[src/rtl/core/amtu_pkg.sv]
// ----------------------------------------------------------------------------
// amtu_pkg
// Shared types and constants for the affine matrix transform unit.
// ----------------------------------------------------------------------------
package amtu_pkg;

    localparam int ELEMENT_WIDTH = 32;
    localparam int CORDIC_STEPS  = 16;
    localparam int CORDIC_W      = 34;
    localparam logic signed [CORDIC_W-1:0] CORDIC_GAIN_Q30 = 34'sd652032874;

    typedef enum logic [2:0] {
        CMD_WRITE     = 3'd0,
        CMD_TRANSLATE = 3'd1,
        CMD_SCALE     = 3'd2,
        CMD_ROTATE    = 3'd3,
        CMD_TRANSPOSE = 3'd4,
        CMD_READ      = 3'd5
    } t_cmd;

    localparam logic [1:0] AXIS_X    = 2'd0;
    localparam logic [1:0] AXIS_Y    = 2'd1;
    localparam logic [1:0] AXIS_Z    = 2'd2;
    localparam logic [1:0] AXIS_NONE = 2'd3;

    typedef struct packed {
        logic [2:0]        command;
        logic [3:0]        index;
        logic signed [31:0] value_x;
        logic signed [31:0] value_y;
        logic signed [31:0] value_z;
        logic [15:0]       angle;
        logic [1:0]        axis;
        logic              inverse;
    } t_cmd_item;

    typedef struct packed {
        logic signed [31:0] element;
    } t_res_item;

    typedef enum logic [2:0] {
        ST_IDLE,
        ST_CORDIC,
        ST_MAC,
        ST_TRANSPOSE,
        ST_RESULT
    } t_state;

    function automatic logic [CORDIC_W-1:0] atan_turns24(input logic [3:0] i);
        logic [CORDIC_W-1:0] v;
        unique case (i)
            4'd0:  v = 34'd2097152;
            4'd1:  v = 34'd1238021;
            4'd2:  v = 34'd654136;
            4'd3:  v = 34'd332050;
            4'd4:  v = 34'd166669;
            4'd5:  v = 34'd83416;
            4'd6:  v = 34'd41718;
            4'd7:  v = 34'd20860;
            4'd8:  v = 34'd10430;
            4'd9:  v = 34'd5215;
            4'd10: v = 34'd2608;
            4'd11: v = 34'd1304;
            4'd12: v = 34'd652;
            4'd13: v = 34'd326;
            4'd14: v = 34'd163;
            default: v = 34'd81;
        endcase
        return v;
    endfunction

endpackage

[src/rtl/core/amtu_cordic.sv]
// ----------------------------------------------------------------------------
// amtu_cordic
// Iterative CORDIC: one shared add/shift step per cycle, sixteen steps.
// ----------------------------------------------------------------------------
module amtu_cordic (
    input  logic                 i_clk,
    input  logic                 i_rst_n,
    input  logic                 i_start,
    input  logic [15:0]          i_angle,
    output logic                 o_done,
    output logic signed [31:0]   o_cos,
    output logic signed [31:0]   o_sin
);
    import amtu_pkg::*;

    logic signed [CORDIC_W-1:0] r_x, r_y, r_z, n_x, n_y, n_z;
    logic [4:0]  r_step;
    logic        r_busy;
    logic [1:0]  r_quad;
    logic signed [CORDIC_W-1:0] w_dx, w_dy, w_ca, w_sa;
    logic signed [31:0] w_c, w_s;

    always_comb begin
        w_dx = r_y >>> r_step[3:0];
        w_dy = r_x >>> r_step[3:0];
        if (!r_z[CORDIC_W-1]) begin
            n_x = r_x - w_dx;
            n_y = r_y + w_dy;
            n_z = r_z - signed'(atan_turns24(r_step[3:0]));
        end else begin
            n_x = r_x + w_dx;
            n_y = r_y - w_dy;
            n_z = r_z + signed'(atan_turns24(r_step[3:0]));
        end
    end

    always_ff @(posedge i_clk) begin
        if (!i_rst_n) begin
            r_busy <= 1'b0;
            r_step <= '0;
        end else if (i_start) begin
            r_busy <= 1'b1;
            r_step <= '0;
        end else if (r_busy) begin
            r_step <= r_step + 5'd1;
            if (r_step == 5'(CORDIC_STEPS - 1)) r_busy <= 1'b0;
        end
    end

    always_ff @(posedge i_clk) begin
        if (i_start) begin
            r_x    <= CORDIC_GAIN_Q30;
            r_y    <= '0;
            r_z    <= CORDIC_W'({i_angle[13:0], 8'd0});
            r_quad <= i_angle[15:14];
        end else if (r_busy) begin
            r_x <= n_x;
            r_y <= n_y;
            r_z <= n_z;
        end
    end

    assign o_done = !r_busy;

    always_comb begin
        w_ca = (r_x + 34'sd8192) >>> 14;
        w_sa = (r_y + 34'sd8192) >>> 14;
        if (w_ca > 34'sd65536) w_c = 32'sd65536;
        else if (w_ca < -34'sd65536) w_c = -32'sd65536;
        else w_c = w_ca[31:0];
        if (w_sa > 34'sd65536) w_s = 32'sd65536;
        else if (w_sa < -34'sd65536) w_s = -32'sd65536;
        else w_s = w_sa[31:0];
        unique case (r_quad)
            2'd0: begin o_cos = w_c;  o_sin = w_s;  end
            2'd1: begin o_cos = -w_s; o_sin = w_c;  end
            2'd2: begin o_cos = -w_c; o_sin = -w_s; end
            default: begin o_cos = w_s; o_sin = -w_c; end
        endcase
    end
endmodule

[config.mk]
export PLATFORM = sky130hd
export DESIGN_NAME = amtu_cordic
export DESIGN_NICKNAME = d
export VERILOG_FILES = /design/src/rtl/core/amtu_pkg.sv /design/src/rtl/core/amtu_cordic.sv
export SDC_FILE = /design/constraint.sdc
export NUM_CORES = 1
export LEC_CHECK = 0
export BUFFER_PORTS_ARGS = -buffer_cell sky130_fd_sc_hd__buf_2
export CAP_MARGIN = 20
export CORE_MARGIN = 2
export CORE_UTILIZATION = 35
export CTS_CLUSTER_DIAMETER = 200
export DETAILED_ROUTE_END_ITERATION = 10
export PLACE_DENSITY = 0.54
export SLEW_MARGIN = 20
export SYNTH_ARGS = -nofsm -noshare
export SYNTH_HDL_FRONTEND = slang
export SYNTH_SLANG_ARGS = --single-unit
[constraint.sdc]
create_clock -name i_clk -period 12.87 [get_ports i_clk]
set_input_delay 0.6435 -clock i_clk [delete_from_list [all_inputs] [get_ports i_clk]]
set_output_delay 0.6435 -clock i_clk [all_outputs]
set_load 0.01 [all_outputs]
==> impl_metrics.py, run 1 <==
metrics = {
    "outcome": {
        "outcome": "finished, final reports clean",
    },
    "die": {
        "ios": 84,
        "rows": 87,
        "die_h_um": 242,
        "dieWidth_um": 242,
        "fp.coreArea_um2": 56300,
        "start_util": 0.353,
        "die-area_um2": 58700,
    },
    "yosys": {
        "synth_cell_types": 109,
        "syn_area_um2": 19900,
        "async_reset_ff_frac": 0,
        "synthCells": 2539,
        "synth-edff-count": 16,
        "ys_seq_area_frac": 0.141,
        "synth_ff_type": "dfxtp_1",
        "syn-num-nets": 2677,
        "ys_warn_count": 0,
        "avgSynthCellArea_um2": 7.82,
        "ys_ff_latch": 132,
    },
    "routing": {
        "wl_mm": 65.7,
        "vias_per_cell": 6.01,
        "vias": 19500,
        "first_pass_iters": 5,
        "drc_errors": 0,
        "routedWlPerCell_um": 20.2,
        "drtIter0Drc": 1713,
        "drtAntennaViolNets": 0,
    },
    "clock_tree": {
        "hold_buffers": 0,
        "clk_pin_slew_ns": 0.06,
        "cts-resized-gates": 0,
        "htree_levels": 4,
        "cts_root_buffer": "clkbuf_16",
        "cts.sinks": 132,
        "numCtsBuffers": 17,
        "cts_tree": "yes",
        "clkLatencyLatePin_ns": 0.49,
        "postCtsSetupBuffers": 0,
        "clockBufferDepth": 2,
    },
    "power": {
        "p_leak_nw": 8.34,
        "peakVddDrop_mv": 0.111,
        "powerDensity_nw_per_um2": 278,
        "finalPower_w": 0.00588,
    },
    "timing": {
        "relSlewSlack": 0.271,
        "worst_slew_pin_slew_ns": 1.09,
        "holdWs_ns": 0.335,
        "skew_ns": 0.0163,
        "setup_viol": 0,
        "period_share": 0.613,
        "grt_setup_unrepaired": "no",
        "slew_violations": 0,
        "timing.fmax_mhz": 127,
        "hold_violations": 0,
        "setup_tns_ns": 0,
        "period_minus_slack_ns": 7.89,
    },
    "place": {
        "dp_cells": 3217,
        "port_buffers": 83,
        "placed_area_um2": 20500,
        "gp_congestion": 0.954,
        "dp_hpwl_mm": 48.8,
    },
    "worst_setup_path": {
        "rrSetupSlack_ns": 6.17,
        "cp-start-kind": "flip-flop",
        "cp-end-kind": "output pin",
        "critPathKind": "reg -> out",
        "reg2regPathDepth": 19,
        "cp.arrival_ns": 7.24,
        "path_max_fanout": 28,
        "worstReg2RegStart": "r_step[1]",
        "required_ns": 12.23,
        "r2r_end": "r_y[33]",
    },
    "cells_and_area": {
        "drive_gt1_frac": 0.127,
        "num-nets-final": 2618,
        "fin_cells": 3249,
        "syn_to_final_growth_pct": 6.25,
        "antenna_cells": 0,
        "fin_area_um2": 21100,
    },
    "global_routing": {
        "gr-max-usage-layer": "met2",
        "grt_util_met3": 0.0386,
        "grt_pass1_wl_mm": 104,
        "antenna_found_initial": 0,
        "grt_pass1_vias": 18100,
        "grt_max_degree": 94,
        "grt_usage": 0.221,
        "grt-ovfl-total": 0,
        "grtUsageMet1": 0.317,
        "grtUsageMet2": 0.338,
    },
    "worst_hold_path": {
        "hold_path_depth": 1,
        "hp-class": "in -> reg",
        "hp-start": "i_angle[14]",
        "holdPathEnd": "r_quad[0]",
    },
    "run": {
        "cap_viol_max_count": 0,
    },
}
cell usage in the layout, fill, tap and decap left out, types with 10 or more instances in the layout:
| master | Yosys | layout |
|---|---|---|
| mux2i_1 | 100 | 100 |
| a21oi_1 | 212 | 212 |
| mux2_2 | 31 | 31 |
| ha_1 | 116 | 116 |
| o22ai_1 | 19 | 19 |
| mux4_2 | 79 | 79 |
| nand3_1 | 71 | 71 |
| a21o_1 | 47 | 47 |
| nand2_1 | 218 | 217 |
| clkbuf_16 | 0 | 17 |
| o211ai_1 | 14 | 14 |
| nor2_1 | 236 | 234 |
| and4_1 | 11 | 11 |
| buf_2 | 34 | 82 |
| a211o_1 | 16 | 16 |
| or4_1 | 10 | 10 |
| o21a_1 | 23 | 23 |
| dfxtp_1 | 116 | 110 |
| and3_1 | 35 | 35 |
| nor3_1 | 94 | 94 |
| xor2_1 | 89 | 89 |
| nand2b_1 | 26 | 26 |
| o31ai_1 | 15 | 15 |
| o21bai_1 | 12 | 12 |
| or2_2 | 15 | 15 |
| a221o_1 | 18 | 18 |
| o21ai_0 | 143 | 143 |
| inv_1 | 69 | 67 |
| mux4_1 | 10 | 10 |
| nor4_1 | 18 | 17 |
| xnor2_1 | 129 | 129 |
| or3_1 | 15 | 15 |
| nor2b_1 | 27 | 27 |
| edfxtp_1 | 16 | 16 |
| and2_1 | 24 | 24 |
| a31oi_1 | 54 | 54 |
| buf_4 | 14 | 25 |
| a211oi_1 | 29 | 29 |
| nand4_1 | 28 | 28 |
cells in the mapped netlist, types with 35 or more instances:
cell / n / share of area
mux4_2: 79 / 0.090
a31oi_1: 54 / 0.017
o21ai_0: 143 / 0.036
mux2i_1: 100 / 0.050
xnor2_1: 129 / 0.057
a21o_1: 47 / 0.018
inv_1: 69 / 0.013
xor2_1: 89 / 0.039
nand2_1: 218 / 0.041
and3_1: 35 / 0.011
a21oi_1: 212 / 0.053
clkbuf_1: 106 / 0.020
dfxtp_1: 116 / 0.12
nor3_1: 94 / 0.024
ha_1: 116 / 0.073
nand3_1: 71 / 0.018
nor2_1: 236 / 0.045
layout make-up:
type,count,area (um2)
Clock buffer,18,429
Clock inverter,14,129
Fill cell,5799,35200
Inverter,71,267
Multi-Input combinational cell,2151,15900
Sequential cell,132,2820
Tap cell,756,946
Timing Repair Buffer,107,598
worst max-delay path: stages (launching register included):
cell	delay [ns]
dfxtp_1	0.74
nand4_1	0.60
nor3_4	0.53
nand4_1	0.18
xnor2_1	0.48
nand4_1	0.17
ha_1	0.64
or2_1	0.85
nor2_1	0.18
inv_1	0.10
ha_1	0.64
nand2_1	0.19
nor4_1	0.35
nand3_1	0.46
a221o_1	0.49
buf_2	0.14
per-layer routing:
metal | routed length (um) | up-vias
met3 | 3910 | 62
met5 | 0 | -
met1 | 31700 | 9458
li1 | - | 9372
met4 | 1340 | 0
met2 | 28700 | 634
worst max path at each step:
stage	from	end	slack, ns	cells past startpoint
floorplan	r_step[3]	r_y[33]	7.10	26
global placement	r_y[17]	o_sin[22]	5.94	15
detailed placement	r_y[17]	o_sin[30]	5.68	15
CTS	r_y[17]	o_sin[30]	5.13	15
global route	r_y[17]	o_sin[28]	4.41	15
finish	r_y[17]	o_sin[30]	4.98	15
kinds of logic (layout without fill, tap and decap cells):
logic type      Yosys count  in the layout  synth area share
compound gates          702            702             0.228
xor+xnor                219            219            0.0970
fa+ha+maj               119            119            0.0761
buf+inv                 256            210            0.0586
flops                   132            132             0.141
mux                     225            225             0.175
simple gates            886            886             0.224
metrics by stage:
| step | utilization | worst slack [ns] |
|---|---|---|
| 2_1_floorplan | - | 7.10 |
| 3_3_place_gp | 0.365 | 5.94 |
| 3_5_place_dp | 0.365 | 5.68 |
| 4_1_cts | 0.375 | 5.13 |
| 5_1_grt | 0.375 | 4.41 |
| 6_report | 0.375 | 4.98 |
power by group:
group / switching [W] / total, W / internal [W] / leakage (nW)
registers: 0.000293 / 0.000813 / 0.000520 / 1.12
logic: 0.00263 / 0.00457 / 0.00195 / 6.94
clock network: 0.000223 / 0.000489 / 0.000267 / 0.274
(Power assumes the default switching activity.)
==> inputs of run 2 (changes only) <==
--- a/config.mk
+++ b/config.mk
@@ -5,6 +5,7 @@
 export SDC_FILE = /design/constraint.sdc
 export NUM_CORES = 1
 export LEC_CHECK = 0
+export ABC_AREA = 1
 export BUFFER_PORTS_ARGS = -buffer_cell sky130_fd_sc_hd__buf_2
 export CAP_MARGIN = 20
 export CORE_MARGIN = 2
==> constraint.sdc (replaced) <==
create_clock -name i_clk -period 8.15 [get_ports i_clk]
set_input_delay 0.4075 -clock i_clk [delete_from_list [all_inputs] [get_ports i_clk]]
set_output_delay 0.4075 -clock i_clk [all_outputs]
set_load 0.01 [all_outputs]
==> run 2 against run 1 <==
  * Clock skew is 0.00091 ns higher
  * Sequential cell count is the same
  * First-iteration DRC count rose by 4.0%
  * Setup slack worse by 2.9 ns
  * Register-to-register slack got worse by 4.0 ns
  * Combinational power rose by 63%
  * Critical path depth grew 12
  * Largest cell class unchanged
  * Synthesized cell count rose by 33%
  * Die area is 3.5% lower
  * Power increased by 61%
==> impl_metrics.py, run 2 <==
metrics = {
    "timing": {
        "relSlewSlack": 0.316,
        "setup_tns_ns": 0,
        "skew_ns": 0.0172,
        "period_minus_slack_ns": 6.03,
        "period_share": 0.740,
        "hold_violations": 0,
        "slew_violations": 0,
        "setup_viol": 0,
        "setup_slack_ns": 2.12,
        "worst_slew_pin_slew_ns": 1.03,
        "timing.fmax_mhz": 166,
        "grt_setup_unrepaired": "no",
        "holdWs_ns": 0.0887,
    },
    "routing": {
        "routedWlPerCell_um": 17.1,
        "drc_errors": 0,
        "first_pass_iters": 7,
        "wl_mm": 69.5,
        "drtAntennaViolNets": 0,
        "vias_per_cell": 5.33,
        "vias": 21700,
        "drtIter0Drc": 1781,
    },
    "place": {
        "dp_hpwl_mm": 54.3,
        "gp_congestion": 0.974,
        "placed_area_um2": 20100,
        "dp_slack_ns": 2.31,
        "port_buffers": 83,
    },
    "die": {
        "die-area_um2": 56600,
        "die_h_um": 238,
        "rows": 85,
        "dieWidth_um": 238,
        "start_util": 0.355,
        "ios": 84,
        "fp.coreArea_um2": 53900,
    },
    "power": {
        "powerDensity_nw_per_um2": 458,
        "p_leak_nw": 9.91,
        "peakVddDrop_mv": 0.195,
    },
    "yosys": {
        "synthTopCellsByArea": "nand2_1 19%, dfxtp_1 12%, nand3_1 9.2%",
        "ys_seq_area_frac": 0.146,
        "yosysTopAreaCellShare": 0.193,
        "synth_cell_types": 60,
        "synth-edff-count": 16,
        "avgSynthCellArea_um2": 5.69,
        "synth_common_cells": "986 x nand2_1, 358 x inv_1, 352 x nand3_1",
        "synth_ff_type": "dfxtp_1",
        "ys_warn_count": 0,
        "synthCells": 3366,
        "yosys.area.top_type": "nand2_1",
        "syn_area_um2": 19100,
        "ys_ff_latch": 132,
        "synth.most_common_cell": "nand2_1",
        "syn-num-nets": 3504,
        "async_reset_ff_frac": 0,
    },
    "cells_and_area": {
        "post-route-util": 0.384,
        "multi_input_area_um2": 14400,
        "final_common_cell": "nand2_1",
        "drive_gt1_frac": 0.0720,
        "fin_area_um2": 20700,
        "syn_to_final_growth_pct": 8.07,
        "antenna_cells": 0,
        "num-nets-final": 3501,
        "final_cell_mix": "986 x nand2_1, 354 x inv_1, 352 x nand3_1",
        "ff_latch_area_um2": 2810,
        "fill_cells": 6092,
    },
    "global_routing": {
        "grt-ovfl-total": 0,
        "grt_pass1_wl_mm": 111,
        "grt_max_degree": 109,
        "antenna_found_initial": 0,
        "grt_pass1_vias": 20400,
        "grt_usage": 0.245,
    },
    "worst_setup_path": {
        "path_max_fanout": 108,
        "critPathKind": "reg -> reg",
        "required_ns": 8.53,
        "worstReg2RegStart": "r_step[0]",
        "cp.arrival_ns": 6.40,
        "cp-start-kind": "flip-flop",
        "cp-startpoint": "r_step[0]",
        "cp-end-kind": "flip-flop",
    },
    "clock_tree": {
        "postCtsSetupBuffers": 0,
        "htree_levels": 4,
        "cts_root_buffer": "clkbuf_16",
        "clkLatencyLatePin_ns": 0.50,
        "hold_buffers": 0,
        "cts-resized-gates": 0,
        "clk_pin_slew_ns": 0.07,
        "numCtsBuffers": 17,
        "clockBufferDepth": 2,
        "cts.sinks": 132,
        "cts_tree": "yes",
    },
    "run": {
        "cap_viol_max_count": 0,
    },
    "worst_hold_path": {
        "hp-start": "i_angle[15]",
        "hp-class": "in -> reg",
    },
    "outcome": {
        "outcome": "finished, final reports clean",
    },
}
[run 2: changes by cell type after synthesis, sizes merged, moves of 42 or more]
cell	change
nand2	+784
a31oi	-42
nand3	+291
nor3	-64
xnor2	-82
mux4	-90
o21ai	+79
nor2	+131
inv	+294
mux2i	-100
[run 2: logic make-up (layout without fill, tap and decap cells)]
family                   count (synthesis)  count (layout)  synth area share
AND/OR/NAND/NOR                       1867            1867             0.420
AO/OA/AOI/OAI                          608             608             0.185
buffers and inverters                  493             503             0.102
XOR/XNOR                               147             147            0.0676
flip-flops                             132             132             0.146
adder cells (fa/ha/maj)                119             119            0.0789
[run 2: path summary, 6_finish.rpt]
check / to / slack (ns) / depth (start not counted)
max: r_x[31] / 2.12 / 27
max reg2reg: r_x[31] / 2.12 / 27
min reg2reg: r_z[32] / 0.46 / 2
min: r_quad[1] / 0.09 / 1
[run 2: report_power, final]
part           internal (W)  switching [W]
registers          0.000834       0.000321
clock network      0.000506       0.000374
logic               0.00252        0.00492
total               0.00386        0.00562
[run 2: cell type report]
class,count,share of cell area
tap,696,0.0421
multi-input combinational,2741,0.697
clock buffer,18,0.0218
clock inverter,14,0.00907
timing repair buffer,102,0.0270
inverter,369,0.0671
sequential,132,0.136
[run 2: stage by stage]
| stage | power [W] | instances |
|---|---|---|
| floorplan | 0.00659 | 3366 |
| global placement | 0.00852 | 4040 |
| detailed placement | 0.00849 | 4040 |
| CTS | 0.00942 | 4072 |
| global route | 0.0105 | 4072 |
| finish | 0.00947 | 4072 |
[run 2: worst max-delay path: stages (launching register included)]
cell	delay [ns]
dfxtp_4	0.98
buf_4	0.47
nand2_1	0.08
o21ai_0	0.15
nand2_1	0.12
nand3_1	0.13
nand3_1	0.09
o21ai_1	0.20
nand2_1	0.09
nor2_1	0.21
nand3_1	0.24
nor2_1	0.22
nand2_1	0.13
nor3_2	0.14
or2_2	0.14
xor2_1	0.08
ha_1	0.37
nand2_1	0.11
nor2_1	0.19
nand2_1	0.07
nor3_1	0.41
a21oi_1	0.23
o21ai_0	0.38
a21boi_0	0.23
inv_1	0.11
nand2_1	0.07
a21oi_1	0.14
o21ai_0	0.10
[run 2: metal layers]
metal,global-route usage,vias to the layer above,share of wire,wire [um]
li1,-,11200,-,-
met1,0.315,9812,0.45,31200
met2,0.420,593,0.47,32700
met3,0.0295,108,0.048,3300
met4,0.0932,0,0.032,2250
met5,0,-,0,0
